### src/design/smf_enc_pkg.sv
package smf_enc_pkg;

	localparam int TIME_W    = 63;
	localparam int TICK_W    = 32;
	localparam int MSG_W     = 24;
	localparam int BYTE_W    = 8;
	localparam int MAX_BYTES = 7;
	localparam int BCNT_W    = $clog2(MAX_BYTES + 1);
	localparam int VLQ_W     = 28;
	localparam int STEP_W    = $clog2(TIME_W);

	localparam int QDEPTH = 2;
	localparam int QPTR_W = $clog2(QDEPTH);
	localparam int QCNT_W = $clog2(QDEPTH + 1);

	localparam logic FUNC_MSG = 1'b0;
	localparam logic FUNC_EOT = 1'b1;

	localparam logic REG_START_TIME = 1'b0;
	localparam logic REG_TICK_NANOS = 1'b1;

	localparam logic [TICK_W-1:0] TICK_NANOS_RST = 32'd1000000;
	localparam logic [VLQ_W-1:0]  VLQ_MAX        = 28'h0FFFFFFF;

	localparam logic [3:0]        SYS_NIBBLE    = 4'hF;
	localparam logic [BYTE_W-1:0] ONE_DATA_MASK = 8'hE0;
	localparam logic [BYTE_W-1:0] ONE_DATA_CODE = 8'hC0;
	localparam logic [BYTE_W-1:0] META_BYTE     = 8'hFF;
	localparam logic [BYTE_W-1:0] EOT_TYPE      = 8'h2F;
	localparam logic [BYTE_W-1:0] EOT_LEN       = 8'h00;
	localparam logic [BYTE_W-1:0] VLQ_CONT      = 8'h80;

	// one queued event
	typedef struct packed {
		logic              eot;
		logic [TIME_W-1:0] elapsed;
		logic [MSG_W-1:0]  msg;
	} entry_t;

	typedef struct packed {
		logic full;
		logic empty;
	} q_stat_t;

endpackage

### src/design/smf_track_event_encoder_top.sv
// Standard MIDI File track event encoder. Each input item on the s_ side is
// either a timestamped short message (s_tuser = 0) or an end-of-track request
// (s_tuser = 1); it comes out on the m_ side as the bytes of one track event:
// the delta-time as a variable-length quantity (clamped to 28 bits), then the
// message bytes with running status, or FF 2F 00 for end of track. m_tlast
// marks the final byte of each item. System statuses (F0 and up) are dropped
// on input and produce nothing. The tick is (event_time - start_time) divided
// by tick_nanos, held at or above the previous tick and saturated at 32 bits;
// end of track resets the tick and running status. The back end takes an item
// through a restoring divider that retires one quotient bit per cycle over
// the 63-bit elapsed time, works out the tick and delta, composes the bytes
// and sends them out, 2 to 7 per item, as the receiver takes them. A
// two-entry queue sits between the input side and the divider, so up to two
// items are taken while an earlier one is still being divided or drained.
// Registers (APB, 64-bit data): start_time at 0x0, tick_nanos at 0x8; write
// them only while the block is idle.
module smf_track_event_encoder_top import smf_enc_pkg::*; (
	input  logic        clk,
	input  logic        arst_n,
	// input items
	input  logic        s_tvalid,
	output logic        s_tready,
	input  logic [87:0] s_tdata,   // [62:0] event_time, [86:63] message, [87] zero
	input  logic        s_tuser,   // func: 0 short message, 1 end of track
	// output bytes
	output logic        m_tvalid,
	input  logic        m_tready,
	output logic [7:0]  m_tdata,   // [7:0] out_byte
	output logic        m_tlast,
	// register port
	input  logic        psel,
	input  logic        penable,
	input  logic        pwrite,
	input  logic [3:0]  paddr,
	input  logic [63:0] pwdata,
	output logic [63:0] prdata,
	output logic        pready
);

	logic [TIME_W-1:0] start_time_q;
	logic [TICK_W-1:0] tick_nanos_q;
	logic              cfg_wr;

	logic    push;
	logic    pop;
	entry_t  push_entry;
	entry_t  head;
	q_stat_t q_stat;

	// register file: only address bit 3 selects the register
	assign pready = 1'b1;
	assign cfg_wr = psel && penable && pwrite;

	always_ff @(posedge clk or negedge arst_n) begin
		if (!arst_n) begin
			start_time_q <= '0;
			tick_nanos_q <= TICK_NANOS_RST;
		end else if (cfg_wr) begin
			unique case (paddr[3])
				REG_START_TIME: start_time_q <= pwdata[TIME_W-1:0];
				REG_TICK_NANOS: tick_nanos_q <= pwdata[TICK_W-1:0];
				default: ;
			endcase
		end
	end

	always_comb begin
		unique case (paddr[3])
			REG_START_TIME: prdata = {1'b0, start_time_q};
			REG_TICK_NANOS: prdata = {32'd0, tick_nanos_q};
			default:        prdata = '0;
		endcase
	end

	// front: accept, drop system statuses, compute elapsed time
	smf_enc_front u_front (
		.s_tvalid   (s_tvalid),
		.s_tready   (s_tready),
		.func       (s_tuser),
		.event_time (s_tdata[62:0]),
		.message    (s_tdata[86:63]),
		.start_time (start_time_q),
		.q_stat     (q_stat),
		.push       (push),
		.push_entry (push_entry)
	);

	smf_enc_fifo u_fifo (
		.clk        (clk),
		.arst_n     (arst_n),
		.push       (push),
		.push_entry (push_entry),
		.pop        (pop),
		.head       (head),
		.q_stat     (q_stat)
	);

	// back: divide, track ticks and running status, emit bytes
	smf_enc_back u_back (
		.clk        (clk),
		.arst_n     (arst_n),
		.tick_nanos (tick_nanos_q),
		.head       (head),
		.q_stat     (q_stat),
		.pop        (pop),
		.m_tvalid   (m_tvalid),
		.m_tready   (m_tready),
		.m_tdata    (m_tdata),
		.m_tlast    (m_tlast)
	);

endmodule

### src/design/smf_enc_front.sv
module smf_enc_front import smf_enc_pkg::*; (
	input  logic              s_tvalid,
	output logic              s_tready,
	input  logic              func,
	input  logic [TIME_W-1:0] event_time,
	input  logic [MSG_W-1:0]  message,
	input  logic [TIME_W-1:0] start_time,
	input  q_stat_t           q_stat,
	output logic              push,
	output entry_t            push_entry
);

	logic is_sys;

	// system statuses are swallowed without reaching the queue
	assign is_sys   = (func == FUNC_MSG) && (message[7:4] == SYS_NIBBLE);
	assign s_tready = !q_stat.full;
	assign push     = s_tvalid && s_tready && !is_sys;

	always_comb begin
		push_entry.eot     = (func == FUNC_EOT);
		push_entry.elapsed = (event_time >= start_time) ? (event_time - start_time) : '0;
		push_entry.msg     = message;
	end

endmodule

### src/design/smf_enc_fifo.sv
module smf_enc_fifo import smf_enc_pkg::*; (
	input  logic    clk,
	input  logic    arst_n,
	input  logic    push,
	input  entry_t  push_entry,
	input  logic    pop,
	output entry_t  head,
	output q_stat_t q_stat
);

	entry_t            mem_q [QDEPTH];
	logic [QPTR_W-1:0] wr_ptr_q;
	logic [QPTR_W-1:0] rd_ptr_q;
	logic [QCNT_W-1:0] count_q;

	assign head         = mem_q[rd_ptr_q];
	assign q_stat.full  = (count_q == QCNT_W'(QDEPTH));
	assign q_stat.empty = (count_q == '0);

	always_ff @(posedge clk or negedge arst_n) begin
		if (!arst_n) begin
			wr_ptr_q <= '0;
			rd_ptr_q <= '0;
			count_q  <= '0;
		end else begin
			if (push) begin
				wr_ptr_q <= (wr_ptr_q == QPTR_W'(QDEPTH - 1)) ? '0 : wr_ptr_q + 1'b1;
			end
			if (pop) begin
				rd_ptr_q <= (rd_ptr_q == QPTR_W'(QDEPTH - 1)) ? '0 : rd_ptr_q + 1'b1;
			end
			if (push && !pop) begin
				count_q <= count_q + 1'b1;
			end else if (pop && !push) begin
				count_q <= count_q - 1'b1;
			end
		end
	end

	always_ff @(posedge clk) begin
		if (push) begin
			mem_q[wr_ptr_q] <= push_entry;
		end
	end

	a_count_bound: assert property (@(posedge clk) disable iff (!arst_n)
		count_q <= QCNT_W'(QDEPTH))
		else $error("queue count above depth");

	a_push_grows: assert property (@(posedge clk) disable iff (!arst_n)
		(push && !pop) |=> (count_q == $past(count_q) + 1'b1))
		else $error("queue count did not grow on push");

endmodule

### src/design/smf_enc_back.sv
module smf_enc_back import smf_enc_pkg::*; (
	input  logic              clk,
	input  logic              arst_n,
	input  logic [TICK_W-1:0] tick_nanos,
	input  entry_t            head,
	input  q_stat_t           q_stat,
	output logic              pop,
	output logic              m_tvalid,
	input  logic              m_tready,
	output logic [BYTE_W-1:0] m_tdata,
	output logic              m_tlast
);

	localparam logic [2:0] ST_IDLE    = 3'd0;
	localparam logic [2:0] ST_DIV     = 3'd1;
	localparam logic [2:0] ST_CALC    = 3'd2;
	localparam logic [2:0] ST_COMPOSE = 3'd3;
	localparam logic [2:0] ST_EMIT    = 3'd4;

	logic [2:0]        state_q;
	logic [STEP_W-1:0] step_q;
	logic [TIME_W-1:0] dq_q;
	logic [TICK_W-1:0] rem_q;
	logic              eot_q;
	logic [MSG_W-1:0]  msg_q;
	logic [TICK_W-1:0] last_ticks_q;
	logic [BYTE_W-1:0] rs_q;
	logic [VLQ_W-1:0]  delta_q;
	logic [BYTE_W-1:0] buf_q [MAX_BYTES];
	logic [BCNT_W-1:0] byte_cnt_q;
	logic              m_tvalid_q;
	logic [BYTE_W-1:0] m_tdata_q;
	logic              m_tlast_q;

	// divider step
	logic [TICK_W:0]   rem_sh;
	logic              q_bit;
	logic [TICK_W:0]   rem_sub;
	// tick and delta
	logic [TICK_W-1:0] tick_sat;
	logic [TICK_W-1:0] now_tick;
	logic [TICK_W-1:0] delta_raw;
	// composition
	logic [6:0]        grp [4];
	logic [2:0]        nv;
	logic [BYTE_W-1:0] vb [4];
	logic [BYTE_W-1:0] tb [3];
	logic [1:0]        nt;
	logic [BYTE_W-1:0] status;
	logic [BYTE_W-1:0] buf_n [MAX_BYTES];
	logic [BCNT_W-1:0] total_n;
	logic [2:0]        k;
	logic              out_free;

	assign pop      = (state_q == ST_IDLE) && !q_stat.empty;
	assign out_free = !m_tvalid_q || m_tready;
	assign m_tvalid = m_tvalid_q;
	assign m_tdata  = m_tdata_q;
	assign m_tlast  = m_tlast_q;

	always_comb begin
		rem_sh  = {rem_q, dq_q[TIME_W-1]};
		q_bit   = (rem_sh >= {1'b0, tick_nanos});
		rem_sub = rem_sh - {1'b0, tick_nanos};
	end

	always_comb begin
		tick_sat  = (|dq_q[TIME_W-1:TICK_W]) ? '1 : dq_q[TICK_W-1:0];
		now_tick  = (tick_sat < last_ticks_q) ? last_ticks_q : tick_sat;
		delta_raw = now_tick - last_ticks_q;
	end

	always_comb begin
		status = msg_q[7:0];
		grp[0] = delta_q[27:21];
		grp[1] = delta_q[20:14];
		grp[2] = delta_q[13:7];
		grp[3] = delta_q[6:0];
		vb[0]  = '0;
		vb[1]  = '0;
		vb[2]  = '0;
		vb[3]  = '0;
		priority if (grp[0] != '0) begin
			nv    = 3'd4;
			vb[0] = VLQ_CONT | {1'b0, grp[0]};
			vb[1] = VLQ_CONT | {1'b0, grp[1]};
			vb[2] = VLQ_CONT | {1'b0, grp[2]};
			vb[3] = {1'b0, grp[3]};
		end else if (grp[1] != '0) begin
			nv    = 3'd3;
			vb[0] = VLQ_CONT | {1'b0, grp[1]};
			vb[1] = VLQ_CONT | {1'b0, grp[2]};
			vb[2] = {1'b0, grp[3]};
		end else if (grp[2] != '0) begin
			nv    = 3'd2;
			vb[0] = VLQ_CONT | {1'b0, grp[2]};
			vb[1] = {1'b0, grp[3]};
		end else begin
			nv    = 3'd1;
			vb[0] = {1'b0, grp[3]};
		end

		tb[0] = '0;
		tb[1] = '0;
		tb[2] = '0;
		if (eot_q) begin
			tb[0] = META_BYTE;
			tb[1] = EOT_TYPE;
			tb[2] = EOT_LEN;
			nt    = 2'd3;
		end else if (status != rs_q) begin
			tb[0] = status;
			tb[1] = msg_q[15:8];
			tb[2] = msg_q[23:16];
			nt    = ((status & ONE_DATA_MASK) == ONE_DATA_CODE) ? 2'd2 : 2'd3;
		end else begin
			tb[0] = msg_q[15:8];
			tb[1] = msg_q[23:16];
			nt    = ((status & ONE_DATA_MASK) == ONE_DATA_CODE) ? 2'd1 : 2'd2;
		end

		for (int i = 0; i < MAX_BYTES; i++) begin
			k = 3'(i) - nv;
			if (3'(i) < nv) begin
				buf_n[i] = vb[i[1:0]];
			end else if (k < {1'b0, nt}) begin
				buf_n[i] = tb[k[1:0]];
			end else begin
				buf_n[i] = '0;
			end
		end
		total_n = BCNT_W'(nv) + BCNT_W'(nt);
	end

	always_ff @(posedge clk or negedge arst_n) begin
		if (!arst_n) begin
			state_q      <= ST_IDLE;
			step_q       <= '0;
			last_ticks_q <= '0;
			rs_q         <= '0;
			byte_cnt_q   <= '0;
			m_tvalid_q   <= 1'b0;
		end else begin
			// output register: load a byte when free, else drop a taken one
			if (state_q == ST_EMIT && out_free) begin
				m_tvalid_q <= 1'b1;
			end else if (m_tready) begin
				m_tvalid_q <= 1'b0;
			end
			unique case (state_q)
				ST_IDLE: begin
					if (pop) begin
						step_q  <= STEP_W'(TIME_W - 1);
						state_q <= ST_DIV;
					end
				end
				ST_DIV: begin
					step_q <= step_q - 1'b1;
					if (step_q == '0) begin
						state_q <= ST_CALC;
					end
				end
				ST_CALC: begin
					last_ticks_q <= eot_q ? '0 : now_tick;
					state_q      <= ST_COMPOSE;
				end
				ST_COMPOSE: begin
					rs_q       <= eot_q ? '0 : msg_q[7:0];
					byte_cnt_q <= total_n;
					state_q    <= ST_EMIT;
				end
				ST_EMIT: begin
					if (out_free) begin
						byte_cnt_q <= byte_cnt_q - 1'b1;
						if (byte_cnt_q == BCNT_W'(1)) begin
							state_q <= ST_IDLE;
						end
					end
				end
				default: begin
					state_q <= ST_IDLE;
				end
			endcase
		end
	end

	always_ff @(posedge clk) begin
		if (pop) begin
			dq_q  <= head.elapsed;
			rem_q <= '0;
			eot_q <= head.eot;
			msg_q <= head.msg;
		end else if (state_q == ST_DIV) begin
			dq_q  <= {dq_q[TIME_W-2:0], q_bit};
			rem_q <= q_bit ? rem_sub[TICK_W-1:0] : rem_sh[TICK_W-1:0];
		end
		if (state_q == ST_CALC) begin
			delta_q <= (delta_raw > TICK_W'(VLQ_MAX)) ? VLQ_MAX : delta_raw[VLQ_W-1:0];
		end
		if (state_q == ST_COMPOSE) begin
			for (int i = 0; i < MAX_BYTES; i++) begin
				buf_q[i] <= buf_n[i];
			end
		end else if (state_q == ST_EMIT && out_free) begin
			m_tdata_q <= buf_q[0];
			m_tlast_q <= (byte_cnt_q == BCNT_W'(1));
			for (int i = 0; i < MAX_BYTES - 1; i++) begin
				buf_q[i] <= buf_q[i+1];
			end
			buf_q[MAX_BYTES-1] <= '0;
		end
	end

	a_idle_drained: assert property (@(posedge clk) disable iff (!arst_n)
		(state_q == ST_IDLE) |-> (byte_cnt_q == '0))
		else $error("idle with bytes pending");

	a_byte_bound: assert property (@(posedge clk) disable iff (!arst_n)
		byte_cnt_q <= BCNT_W'(MAX_BYTES))
		else $error("byte count above limit");

	a_eot_clears: assert property (@(posedge clk) disable iff (!arst_n)
		(state_q == ST_COMPOSE && eot_q) |=> (rs_q == '0 && last_ticks_q == '0))
		else $error("end of track left state behind");

endmodule

### config.mk
export PLATFORM = sky130hd
export DESIGN_NAME = smf_track_event_encoder_top
export DESIGN_NICKNAME = d
export VERILOG_FILES = /design/src/design/smf_enc_pkg.sv /design/src/design/smf_track_event_encoder_top.sv /design/src/design/smf_enc_front.sv /design/src/design/smf_enc_fifo.sv /design/src/design/smf_enc_back.sv
export SDC_FILE = /design/constraint.sdc
export NUM_CORES = 1
export LEC_CHECK = 0
export BUFFER_PORTS_ARGS = -buffer_cell sky130_fd_sc_hd__buf_2
export CAP_MARGIN = 40
export CELL_PAD_IN_SITES_DETAIL_PLACEMENT = 0
export CELL_PAD_IN_SITES_GLOBAL_PLACEMENT = 1
export CORE_MARGIN = 2
export CORE_UTILIZATION = 45
export CTS_CLUSTER_SIZE = 40
export DETAILED_ROUTE_END_ITERATION = 16
export GPL_TIMING_DRIVEN = 0
export PLACE_DENSITY_LB_ADDON = 0.1
export SLEW_MARGIN = 20
export SYNTH_ARGS = -nofsm -noshare
export SYNTH_HDL_FRONTEND = slang
export SYNTH_SLANG_ARGS = --single-unit
### constraint.sdc
create_clock -name clk -period 9 [get_ports clk]
set_input_delay 1.8 -clock clk [delete_from_list [all_inputs] [get_ports clk]]
set_output_delay 1.8 -clock clk [all_outputs]
set_load 0.01 [all_outputs]
# --- Yosys cells after proc, flatten, opt, wreduce, memory -nomap -nowiden ---
# Memories as Yosys holds them, arrays and structs flattened. A register that Yosys moved wholly into a read port is not among the register bits.
# Cells that the tools add are included.
# W data, S select, Z words.
word_totals:
  in_bits: 164
  mem_count: 2
  regBits: 301
  ramBits: 232
mem_list:
  columns: ["name", "depth", "width", "read_ports", "rd_clocked_by_memory_dff", "wr", "line_no", "source"]
  rows:
  - ["u_fifo.mem_q", 2, 88, 1, 0, 1, "smf_enc_fifo.sv:11", "entry_t mem_q [QDEPTH];"]
  - ["u_back.buf_q", 7, 8, 7, 1, 7, "smf_enc_back.sv:29", "logic [BYTE_W-1:0] buf_q [MAX_BYTES];"]
classes:
  n_reduce_logical: 34
  eq_ne: 13
  add_sub_neg: 17
  n_mux: 89
  bitwise_logic: 17
  n_lt_le_gt_ge: 25
op_table:
  columns: ["cell", "n"]
  rows:
  - ["$mux W8", 38]
  - ["$mux W63", 3]
  - ["$mux W32", 4]
  - ["$pmux W64 S2", 1]
  - ["$bmux W8 S2", 7]
  - ["$sub A32 B32 Y32", 2]
  - ["$ge A63 B63 Y1", 1]
  - ["$sub A63 B63 Y63", 1]
  - ["$mux W24", 2]
  - ["$ge A33 B32 Y1", 1]
  - ["$gt A32 B28 Y1 const B", 1]
  - ["$lt A32 B32 Y1", 1]
  - ["$mux W16", 2]
  - ["$reduce_or A31 Y1", 1]
  - ["$ge A3 B3 Y1 const B", 7]
  - ["$lt A3 B2 Y1", 7]
  - ["$mux W3", 7]
  - ["$mux W7", 3]
  - ["$not A2 Y3", 7]
  - ["$reduce_bool A7 Y1", 3]
  - ["$pmux W3 S5", 1]
  - ["$mux W1", 12]
  - ["$mux W2", 6]
  - ["$pmux W6 S2", 1]
  - ["other kinds (33)", 76]

# --- Logic depth before layout (Yosys ltp) ---
# Gate-level depths: netlist of run 1.
logic_depth:
  depth_word: 12
  mapped_depth: 29

# --- Hierarchy ---
# Synthesis of run 1 repeated with hierarchy kept, for this count alone.
hier_totals:
  hier_cells: 3102
  hier_area_um2: 32498.7
modules_own_cells:
  columns: ["mod", "cells_each", "instances", "area_each_um2"]
  rows:
  - ["smf_enc_back", 1804, 1, 16918.7]
  - ["smf_enc_fifo", 290, 1, 6568.8]
  - ["smf_enc_front", 732, 1, 4524.3]
  - ["smf_track_event_encoder_top", 276, 1, 4486.8]

# --- Worst setup path before layout of run 1 ---
# No wires, ideal clock.
synth_path:
  kind: "reg-to-reg"
  from: "reg u_back.dq_q[39]"
  to: "reg u_back.delta_q[10] (data pin)"
  arrival_ns: 6.513
  stages_incl_launch_ff: 28
  setup_time_ns: 0.266
  path_slack_ns: 2.221
  path_cell_list: "edfxtp_1 -> or4_1 -> nor4_1 -> nand4_1 -> clkbuf_1 -> nor2_1 -> inv_1 -> ha_1 -> nand4_1 -> nor4_1 -> o311a_1 -> nor4b_4 -> o31ai_1 -> clkbuf_1 -> clkbuf_1 -> nor2_1 -> a21oi_1 -> ha_1 -> o21a_1 -> o31a_1 -> o211a_1 -> o211a_1 -> o311a_1 -> o21a_2 -> a31o_1 -> a311oi_4 -> buf_6 -> nand3_2"
synth_via:
  elab_chain_cells: 6
synth_lines:
  columns: ["element", "line_no", "source"]
  rows:
  - ["from (decl)", "smf_enc_back.sv:22", "logic [TIME_W-1:0] dq_q;"]
  - ["from (signal assigned)", "smf_enc_back.sv:189", "dq_q <= head.elapsed;"]
  - ["from (signal assigned)", "smf_enc_back.sv:194", "dq_q <= {dq_q[TIME_W-2:0], q_bit};"]
  - ["$reduce_or A31 Y1 *", "smf_enc_back.sv:68", "tick_sat = (|dq_q[TIME_W-1:TICK_W]) ? '1 : dq_q[TICK_W-1:0];"]
  - ["$mux W32 *", "smf_enc_back.sv:68", null]
  - ["$lt A32 B32 Y1", "smf_enc_back.sv:69", "now_tick = (tick_sat < last_ticks_q) ? last_ticks_q : tick_sat;"]
  - ["$mux W32 *", "smf_enc_back.sv:69", null]
  - ["$sub A32 B32 Y32 *", "smf_enc_back.sv:70", "delta_raw = now_tick - last_ticks_q;"]
  - ["$gt A32 B28 Y1", "smf_enc_back.sv:198", "delta_q <= (delta_raw > TICK_W'(VLQ_MAX)) ? VLQ_MAX : delta_raw[VLQ_W-1:0];"]
  - ["to (signal assigned)", "smf_enc_back.sv:198", null]
  - ["to (decl)", "smf_enc_back.sv:28", "logic [VLQ_W-1:0] delta_q;"]
# Every way passes the cells marked *; elsewhere a longest branch is shown, timed or not.
# A chain may end at the register's enable or synchronous reset.

# --- Worst setup path in the final report of run 1 ---
layout_path:
  from: "reg u_back.dq_q[39]"
  to: "reg u_back.delta_q[11] (data pin)"
# Same word-level chain as after synthesis.

==> flow_summary_export.csv, run 1 <==
group,metric,value,unit
yosys,synthesis.nets,3503,
cells_and_area,multi_input_area,0.0151,mm^2
power,leakagePower,15.3,nW
sta,layout_min_cycle_time,8470,ps
global_route,first_global_vias,24479,
routing,antenna_left,0,
yosys,async_reset_ff_frac,0.281,
routing,drtIter0Drc,1880,
run,drv_cap,0,
cells_and_area,syn2layout_area_growth,15.2,%
placement,dp_hpwl,71500,um
critical_path,cp_slowest_cell,"or4_1",
critical_path,worstPathArrival,8830,ps
clock_tree,cts_tree,"built",
global_route,grt_start_max_net_pins,90,
floorplanning,fp.dieArea,0.0726,mm^2
floorplanning,start_util,0.453,
cells_and_area,final_common_cell,"edfxtp_1",
critical_path,crit_path_max_fanout,10,
yosys,syn_avg_cell_area,10.0,um^2
critical_path,start_kind,"flop",
clock_tree,cts.sinks,541,
yosys,ys_seq_area_frac,0.479,
cells_and_area,layout.nets,3819,
sta,hold_slack,418,ps
routing,drt-wirelength-per-cell,20.3,um
global_route,grt_overflow_total,0,
placement,gp_congestion,0.911,
clock_tree,clock_path_buffers,3,
floorplanning,die-width,269,um
global_route,track_usage,0.244,
critical_path,required,9360,ps
critical_path,slowest_delay,540,ps
critical_path,timing.critical_path.mode_cell,"clkbuf_1",
sta,fin_setup_tns,0,ps
clock_tree,cts_root_buffer,"clkbuf_16",
critical_path,worst-path-buf-inv,6,
floorplanning,coreArea,0.0699,mm^2
cells_and_area,mostFrequentLayoutCells,"357 x edfxtp_1, 279 x nor2_1, 279 x nand2_1",
worst_hold_path,hp-start,"u_back.buf_q[0][1]",
placement,dpl_cell_area,0.0344,mm^2
yosys,netlist_instances,3161,
yosys,ys.flop_type,"edfxtp_1",
clock_tree,hold_buffers,0,
clock_tree,cts_made_buffers,59,
sta,finalHoldViolations,0,
yosys,synth-seq-cells,541,
clock_tree,clk_pin_slew,60,ps
placement,numPortBuffers,232,
sta,final-max-slew-violation-count,0,
cells_and_area,register_area,0.0152,mm^2
cells_and_area,postLayoutCellArea,0.0365,mm^2
floorplanning,rows,97,
yosys,syn-cell-area,0.0317,mm^2
power,ir_worst_vdd,0.183,mV
critical_path,r2r_slack,530,ps
sta,rsz0062_at_grt,"no",
power,power_density,246,mW/mm^2
critical_path,worstReg2RegStart,"u_back.dq_q[39]",
outcome,status,"finished clean",
sta,worst_slack,534,ps
clock_tree,clk_latency,640,ps
floorplanning,io_pins,240,
sta,clock_skew,13.4,ps
critical_path,rr_endpoint,"u_back.delta_q[11]",
critical_path,r2r_cells,28,
cells_and_area,antennaDiodeCount,0,
routing,num_vias,24940,
routing,avgViaCountPerCell,5.59,
routing,drt_first_pass_iters,6,
worst_hold_path,holdPathStages,0,
floorplanning,dieHeight,269,um
critical_path,path_class,"flop to flop",
global_route,antenna_found_initial,6,
sta,timing.fmax,0.118,GHz
sta,slew_headroom,0.432,
sta,worst_pin_slew,846,ps
placement,pre_cts_ws,108,ps
worst_hold_path,hold_end,"u_back.m_tdata[1]",
sta,setup_violations,0,
critical_path,critPathTopFamily,"simple AND/OR/NAND/NOR gates",
cells_and_area,drive_above_1_share,0.161,
routing,drc,0,
global_route,grt_pass1_wl,140000,um
sta,finalCritPeriodShare,0.941,
yosys,synth-edff-count,357,
yosys,synth_cell_types,92,
worst_hold_path,hold_class,"flop to flop",
critical_path,cp-end-kind,"flop",
cells_and_area,fill_cells,6441,
clock_tree,cts-htree-levels,2,
yosys,synth_warnings,0,
routing,wl,90700,um
[cell type report]
| class | count | share of cell area |
|---|---|---|
| plain buffers | 160 | 0.0177 |
| clock buffers | 71 | 0.0434 |
| clock inverters | 35 | 0.0127 |
| inverters | 217 | 0.0224 |
| multi-input cells | 2243 | 0.414 |
| flip-flops and latches | 541 | 0.416 |
| well taps | 940 | 0.0322 |
| repair buffers | 255 | 0.0423 |
[through the flow]
step | instances | total power, mW | utilization
floorplan | 3161 | 5.56 | -
finish | 4462 | 8.97 | 0.522
CTS | 4457 | 9.01 | 0.521
global placement | 4333 | 6.34 | 0.487
global route | 4462 | 9.50 | 0.522
detailed placement | 4351 | 6.42 | 0.492
[how the worst max path moves through the flow]
stage | slack, ps | startpoint | cells past startpoint | to
2_1_floorplan | 2220 | u_back.dq_q[39] | 27 | u_back.delta_q[10]
3_3_place_gp | 130 | u_back.dq_q[39] | 27 | u_back.delta_q[9]
3_5_place_dp | 110 | u_back.dq_q[44] | 27 | u_back.delta_q[16]
4_1_cts | 80 | u_back.dq_q[44] | 27 | u_back.delta_q[12]
5_1_grt | 120 | u_back.dq_q[39] | 28 | u_back.delta_q[10]
6_report | 530 | u_back.dq_q[39] | 28 | u_back.delta_q[11]
[where the power goes]
part	switching, mW	internal (mW)	total (mW)
clock	1.03	1.54	2.57
sequential	0.241	3.28	3.52
combinational	1.72	1.16	2.88
[worst reg2reg max path, delay by kind of cell, from the launching register on]
family                   cells  cell delay, ps
AO/OA/AOI/OAI               10            2540
adder cells (fa/ha/maj)      3             920
buffers and inverters        6            1680
flip-flops                   1             380
AND/OR/NAND/NOR              9            2690
[cell usage after synthesis, drive strengths merged, types with 23 or more instances]
library cell | n | area (um^2)
edfxtp | 357 | 10700
nor2 | 281 | 1050
nand2 | 280 | 1050
o21ai | 274 | 1370
a21oi | 240 | 1200
inv | 216 | 811
ha | 174 | 2180
dfrtp | 145 | 3630
clkbuf | 138 | 518
mux2 | 131 | 1480
mux2i | 86 | 861
a21o | 76 | 574
xnor2 | 70 | 613
nor3 | 52 | 270
nand3 | 51 | 355
xor2 | 45 | 402
nand4 | 42 | 263
dfxtp | 32 | 641
a211oi | 31 | 238
nand2b | 31 | 194
a31oi | 28 | 175
nor2b | 27 | 169
nor4 | 23 | 144
[flip-flops by register name (all words and copies together) (netlist names), 6 cells and up]
| signal | flops |
|---|---|
| u_fifo.mem_q | 176 |
| start_time_q | 63 |
| u_back.dq_q | 63 |
| u_back.buf_q | 56 |
| tick_nanos_q | 32 |
| u_back.last_ticks_q | 32 |
| u_back.rem_q | 32 |
| u_back.delta_q | 28 |
| u_back.msg_q | 24 |
| u_back.m_tdata | 8 |
| u_back.rs_q | 8 |
| u_back.step_q | 6 |
[what timing repair did]
item,4_1_cts,5_1_grt
setup buffers,0,4
setup endpoints to repair,0,28
resized for setup,0,1
[routing by layer]
layer  up-vias  wire, um  GRT usage
met5         -        82          0
met1     11977     41000      0.330
met4        12      2670     0.0721
li1      12121         -          -
met3       156      4720     0.0379
met2       674     42200      0.404
[kinds of logic after synthesis]
| group | after synthesis | synth area share |
|---|---|---|
| AOI/OAI and AO/OA | 867 | 0.170 |
| xor gates and xnor gates | 115 | 0.0320 |
| adders and majority gates | 178 | 0.0712 |
| buffers and inverters | 377 | 0.0461 |
| DFF | 541 | 0.479 |
| muxes | 217 | 0.0737 |
| other | 2 | 0.000237 |
| and+or+nand+nor | 864 | 0.128 |
Note: power is estimated with default switching activity, not from simulation.
==> inputs of run 2 (changes only) <==
GPL_TIMING_DRIVEN = default   (was 0)
HOLD_SLACK_MARGIN = 0.05   (was default)
MAX_ROUTING_LAYER = met4   (was default)
==> run 2 against run 1 <==
Net effect: clock-buffer cell count grew 7; routed wire length shrank 8.0%; maximum frequency grew 16%; register-to-register slack gained 1200 ps; global-route usage shrank 1.1 points; combinational power is essentially flat; utilization shrank 0.55 points; power shrank 0.14%; sequential power is essentially flat; via count shrank 2.5%; critical path type unchanged; critical endpoint is now u_back.delta_q[14]; largest power group unchanged.
==> flow_summary_export.csv, run 2 (synthesis gave the netlist of run 1 again) <==
group,metric,value,unit
outcome,status,"finished clean",
power,power_density,248,mW/mm^2
critical_path,worstReg2RegStart,"u_back.dq_q[39]",
clock_tree,cts_resized,0,
floorplanning,io_pins,240,
cells_and_area,final_cells,4342,
sta,setup_violations,0,
clock_tree,cts_made_buffers,60,
critical_path,r2r_slack,1720,ps
clock_tree,hold_buffers,0,
run,drv_cap,0,
clock_tree,cts-htree-levels,2,
global_route,grt_overflow_total,0,
power,pwr-share-seq,0.393,
cells_and_area,largest_reg_flops,176,
placement,dpl_cell_area,0.0339,mm^2
routing,wl,83500,um
floorplanning,fp.dieArea,0.0726,mm^2
placement,post-place-cells,4216,
clock_tree,cts_root_buffer,"clkbuf_16",
power,p_int,5.98,mW
routing,avgViaCountPerCell,5.60,
worst_hold_path,hp-start,"u_back.buf_q[0][4]",
global_route,track_usage,0.233,
critical_path,required,9340,ps
floorplanning,coreArea,0.0699,mm^2
cells_and_area,largest-register,"u_fifo.mem_q",
clock_tree,post_cts_buffers,0,
global_route,antenna_found_initial,6,
clock_tree,clock_path_buffers,3,
floorplanning,dieHeight,269,um
cells_and_area,postLayoutCellArea,0.0361,mm^2
global_route,grt_start_max_net_pins,92,
global_route,grt_pass1_wl,133000,um
sta,clock_skew,28.5,ps
sta,final-max-slew-violation-count,0,
routing,num_vias,24307,
clock_tree,cts.sinks,541,
sta,layout_min_cycle_time,7280,ps
clock_tree,clk_pin_slew,60,ps
routing,drc,0,
cells_and_area,fill_cells,6431,
global_route,first_global_vias,23842,
placement,dp_hpwl,62400,um
routing,drt_first_pass_iters,6,
sta,finalHoldViolations,0,
worst_hold_path,hold_end,"u_back.m_tdata[4]",
routing,drtIter0Drc,1743,
cells_and_area,syn2layout_area_growth,14.0,%
routing,drt-wirelength-per-cell,19.2,um
cells_and_area,drive_above_1_share,0.169,
power,combPwrFrac,0.319,
sta,worst_pin_slew,817,ps
critical_path,start_kind,"flop",
routing,antenna_left,0,
clock_tree,cts_tree,"built",
power,switching_share,0.332,
cells_and_area,mostFrequentLayoutCells,"357 x edfxtp_1, 279 x nand2_1, 278 x nor2_1",
sta,timing.fmax,0.137,GHz
power,p_total,8.95,mW
sta,finalCritPeriodShare,0.809,
power,p_switching,2.97,mW
placement,numPortBuffers,232,
critical_path,crit_path_max_fanout,33,
floorplanning,die-width,269,um
cells_and_area,layout.nets,3686,
floorplanning,rows,97,
power,ir_worst_vdd,0.218,mV
floorplanning,start_util,0.453,
critical_path,r2r_cells,26,
sta,fin_setup_tns,0,ps
clock_tree,clk_latency,640,ps
power,power.share.clock,0.288,
worst_hold_path,hold_class,"flop to flop",
cells_and_area,reg_top3,"u_fifo.mem_q (176), start_time_q (63), u_back.dq_q (63)",
critical_path,path_class,"flop to flop",
cells_and_area,final_common_cell,"edfxtp_1",
placement,gp_congestion,0.884,
sta,hold_slack,418,ps
power,leakagePower,15.1,nW
critical_path,rr_endpoint,"u_back.delta_q[14]",
worst_hold_path,holdPathStages,0,
sta,rsz0062_at_grt,"no",
sta,slew_headroom,0.455,
critical_path,cp-end-kind,"flop",
critical_path,worstPathArrival,7610,ps
==> run 2: power groups by stage <==
stage               Combinational, mW  Clock, mW  Sequential, mW
global route                     3.19       2.74            3.57
finish                           2.86       2.58            3.52
global placement                 2.75          0            3.55
floorplan                        2.05          0            3.50
detailed placement               2.84          0            3.56
CTS                              2.85       2.64            3.52
==> run 2: per-stage QoR <==
| stage | setup slack, ps | utilization |
|---|---|---|
| floorplan | 2220 | - |
| global placement | 1290 | 0.482 |
| detailed placement | 1240 | 0.486 |
| CTS | 1180 | 0.515 |
| global route | 1180 | 0.517 |
| finish | 1720 | 0.517 |
==> run 2: worst max-delay path by stage <==
stage,cells after the start,to,slack [ps],from
2_1_floorplan,27,u_back.delta_q[10],2220,u_back.dq_q[39]
4_1_cts,25,u_back.delta_q[14],1180,u_back.dq_q[38]
6_report,26,u_back.delta_q[14],1720,u_back.dq_q[39]
3_5_place_dp,25,u_back.delta_q[14],1240,u_back.dq_q[38]
5_1_grt,26,u_back.delta_q[14],1180,u_back.dq_q[39]
3_3_place_gp,25,u_back.delta_q[21],1290,u_back.dq_q[39]
==> run 2: layout make-up <==
type,instances,area [um^2],area share
clock inverters,36,454,0.0126
flip-flops and latches,541,15200,0.420
well taps,940,1180,0.0326
diodes,6,15.0,0.000416
inverters,217,815,0.0225
clock buffers,78,1620,0.0449
multi-input cells,2243,15100,0.419
repair buffers,281,1720,0.0475
==> run 2: routing by layer <==
| layer | up-vias | share of wire | track usage |
|---|---|---|---|
| li1 | 11865 | - | - |
| met1 | 11748 | 0.48 | 0.329 |
| met2 | 578 | 0.45 | 0.358 |
| met3 | 116 | 0.049 | 0.0322 |
| met4 | 0 | 0.020 | 0.0500 |
| met5 | - | 0 | - |
==> run 2: critical path: stages (launching register included) <==
cell and delay, ps:
edfxtp_1 380, or4_1 540, nor4_1 240, nand4_1 130, buf_4 260, nor2_1 260
inv_1 80, ha_1 290, nand4_1 140, nor4_1 440, o21ai_0 260, nor4b_4 220
o31ai_4 270, buf_6 220, buf_4 190, nor2_1 50, a21oi_1 190, ha_1 350
a211oi_1 270, nor2_1 100, or3_4 380, o311a_1 340, o21a_2 270, a31o_1 240
a311oi_4 270, buf_4 390, o311ai_1 170
==> inputs of run 3 (changes only) <==
ABC_AREA = 1   (was default)
clock period = 7.6 ns   (was 9 ns; I/O delays follow)
==> run 3 against run 2 <==
Net effect: first-iteration DRC count rose by 5.0%; combinational power rose by 140%; maximum frequency rose by 6.4%; sequential power rose by 40%; via count rose by 5.5%; cell count rose by 14%; register-to-register slack got worse by 960 ps; routed wire length rose by 3.5%; non-clock buffer count fell by 10; utilization fell by 0.41 points; sequential cell count did not move.
==> flow_summary_export.csv, run 3 <==
group,metric,value,unit
outcome,status,"finished clean",
yosys,yosysTopAreaCell,"edfxtp_1",
yosys,syn-cell-area,0.0318,mm^2
yosys,yosys.area_share.adder,0.0709,
floorplanning,rows,97,
yosys,netlist_instances,3735,
cells_and_area,largest_reg_flops,176,
critical_path,worstPathArrival,7190,ps
yosys,ys.flop_type,"edfxtp_1",
yosys,synth-edff-count,357,
sta,finalHoldViolations,0,
power,power_density,405,mW/mm^2
routing,drt-wirelength-per-cell,17.5,um
clock_tree,clk_latency,640,ps
sta,worst_pin_slew,806,ps
yosys,synthMuxAreaShare,0.000315,
power,ir_worst_vdd,0.301,mV
clock_tree,cts.sinks,541,
sta,fin_setup_tns,0,ps
clock_tree,cts_made_buffers,59,
clock_tree,clk_pin_slew,60,ps
yosys,synth_top_family_by_area,"simple AND/OR/NAND/NOR gates",
sta,clock_skew,28.7,ps
critical_path,start_kind,"flop",
placement,numPortBuffers,232,
cells_and_area,postLayoutCellArea,0.0359,mm^2
critical_path,r2r_slack,760,ps
cells_and_area,fin_util,0.513,
run,drv_cap,0,
routing,wl,86300,um
critical_path,cp_slowest_cell,"edfxtp_1",
yosys,synth-seq-cells,541,
placement,pre_cts_ws,705,ps
sta,rsz0062_at_grt,"no",
routing,drc,0,
cells_and_area,layout.nets,4281,
global_route,grt_start_max_net_pins,85,
critical_path,cp-end-kind,"flop",
cells_and_area,register_area,0.0152,mm^2
sta,worst_slack,759,ps
sta,setup_violations,0,
yosys,synth.most_common_cell,"nand2_1",
sta,slew_headroom,0.463,
cells_and_area,final_cells,4932,
global_route,track_usage,0.241,
yosys,async_reset_ff_frac,0.281,
clock_tree,cts-htree-levels,2,
routing,drtIter0Drc,1830,
yosys,synth_warnings,0,
critical_path,required,7950,ps
floorplanning,die-width,270,um
clock_tree,clock_path_buffers,3,
clock_tree,cts_resized,0,
sta,hold_slack,414,ps
clock_tree,hold_buffers,0,
routing,num_vias,25643,
global_route,first_global_vias,24579,
worst_hold_path,hold_class,"flop to flop",
power,p_total,14.5,mW
floorplanning,coreArea,0.0700,mm^2
yosys,ys_seq_area_frac,0.477,
global_route,antenna_found_initial,2,
yosys,synthTopCellsByArea,"edfxtp_1 34%, dfrtp_1 11%, nand2_1 8.9%",
cells_and_area,syn2layout_area_growth,12.8,%
yosys,synth_cell_types,68,
cells_and_area,reg_top3,"u_fifo.mem_q (176), start_time_q (63), u_back.dq_q (63)",
yosys,synth_top_area_frac,0.337,
yosys,synthesis.nets,4077,
floorplanning,io_pins,240,
routing,avgViaCountPerCell,5.20,
floorplanning,start_util,0.454,
yosys,netlist_top_cells_count,"755 x nand2_1, 448 x nor2_1, 431 x inv_1",
cells_and_area,final_common_cell,"nand2_1",
power,leakagePower,15.8,nW
yosys,synth_xor_area_frac,0.0314,
yosys,synthSimpleGateAreaFrac,0.187,
floorplanning,fp.dieArea,0.0729,mm^2
floorplanning,dieHeight,270,um
placement,gp_congestion,0.899,
placement,dpl_cell_area,0.0340,mm^2
sta,final-max-slew-violation-count,0,
cells_and_area,mostFrequentLayoutCells,"751 x nand2_1, 442 x nor2_1, 430 x inv_1",
sta,finalCritPeriodShare,0.900,
yosys,syn_avg_cell_area,8.52,um^2
yosys,synth_compound_area_frac,0.160,
clock_tree,cts_root_buffer,"clkbuf_16",
global_route,grt_pass1_wl,137000,um
sta,layout_min_cycle_time,6840,ps
critical_path,timing.critical_path.mode_cell,"nand2_1",
clock_tree,cts_tree,"built",
routing,antenna_left,0,
critical_path,path_class,"flop to flop",
cells_and_area,multi_input_area,0.0144,mm^2
critical_path,crit_path_max_fanout,31,
cells_and_area,largest-register,"u_fifo.mem_q",
placement,dp_hpwl,64900,um
cells_and_area,fill_cells,6856,
clock_tree,post_cts_buffers,0,
cells_and_area,drive_above_1_share,0.122,
routing,drt_first_pass_iters,7,
sta,timing.fmax,0.146,GHz
critical_path,slowest_delay,530,ps
placement,post-place-cells,4816,
global_route,grt_overflow_total,0,
## run 3: changes by cell type in the layout (fill, tap and decap cells not counted), sizes merged, moves of 30 or more
cell	delta
a21o	-61
a21oi	+58
inv	+234
mux2	-131
mux2i	-85
nand2	+491
nand2b	-31
nand3	+66
nand4	-30
nor2	+173
o31ai	+50
or2	+33
## run 3: area by class of cell
| type | count | share of cell area |
|---|---|---|
| sequential | 541 | 0.423 |
| clock inverter | 33 | 0.00816 |
| timing repair buffer | 271 | 0.0444 |
| inverter | 453 | 0.0474 |
| tap | 940 | 0.0328 |
| clock buffer | 78 | 0.0439 |
| antenna | 3 | 0.000209 |
| multi-input combinational | 2613 | 0.400 |
## run 3: layer usage
layer	routed length, um	GRT usage
met1	43200	0.359
met2	37000	0.350
met3	4450	0.0311
met4	1760	0.0539
met5	0	-
## run 3: path summary, 6_finish.rpt
check | startpoint | to | cells after the start
worst max-delay path | u_back.dq_q[62] | u_back.delta_q[5] | 35
worst min-delay path | u_back.buf_q[0][4] | u_back.m_tdata[4] | 0
worst max register to register | u_back.dq_q[62] | u_back.delta_q[5] | 35
worst min register to register | u_back.buf_q[0][4] | u_back.m_tdata[4] | 0
max in group asynchronous | arst_n | u_back.last_ticks_q[29] | 3
min in group asynchronous | arst_n | start_time_q[44] | 1
## run 3: critical path, delay by kind of cell (launching register included)
| family | cells | cell delay (ps) |
|---|---|---|
| flip-flops | 1 | 530 |
| buffers and inverters | 4 | 810 |
| AO/OA/AOI/OAI | 8 | 1590 |
| adder cells (fa/ha/maj) | 2 | 650 |
| AND/OR/NAND/NOR | 21 | 2940 |
## run 3: power by group
group | leakage (nW) | total [mW] | internal (mW) | switching (mW)
registers | 5.35 | 4.92 | 4.47 | 0.453
logic | 9.58 | 6.81 | 2.30 | 4.52
clock network | 0.913 | 2.80 | 1.60 | 1.20
## run 3: kinds of logic after synthesis
| group | after synthesis |
|---|---|
| xor gates and xnor gates | 114 |
| AOI/OAI and AO/OA | 870 |
| buffers and inverters | 581 |
| muxes | 1 |
| DFF | 541 |
| other | 2 |
| adders and majority gates | 178 |
| and+or+nand+nor | 1448 |
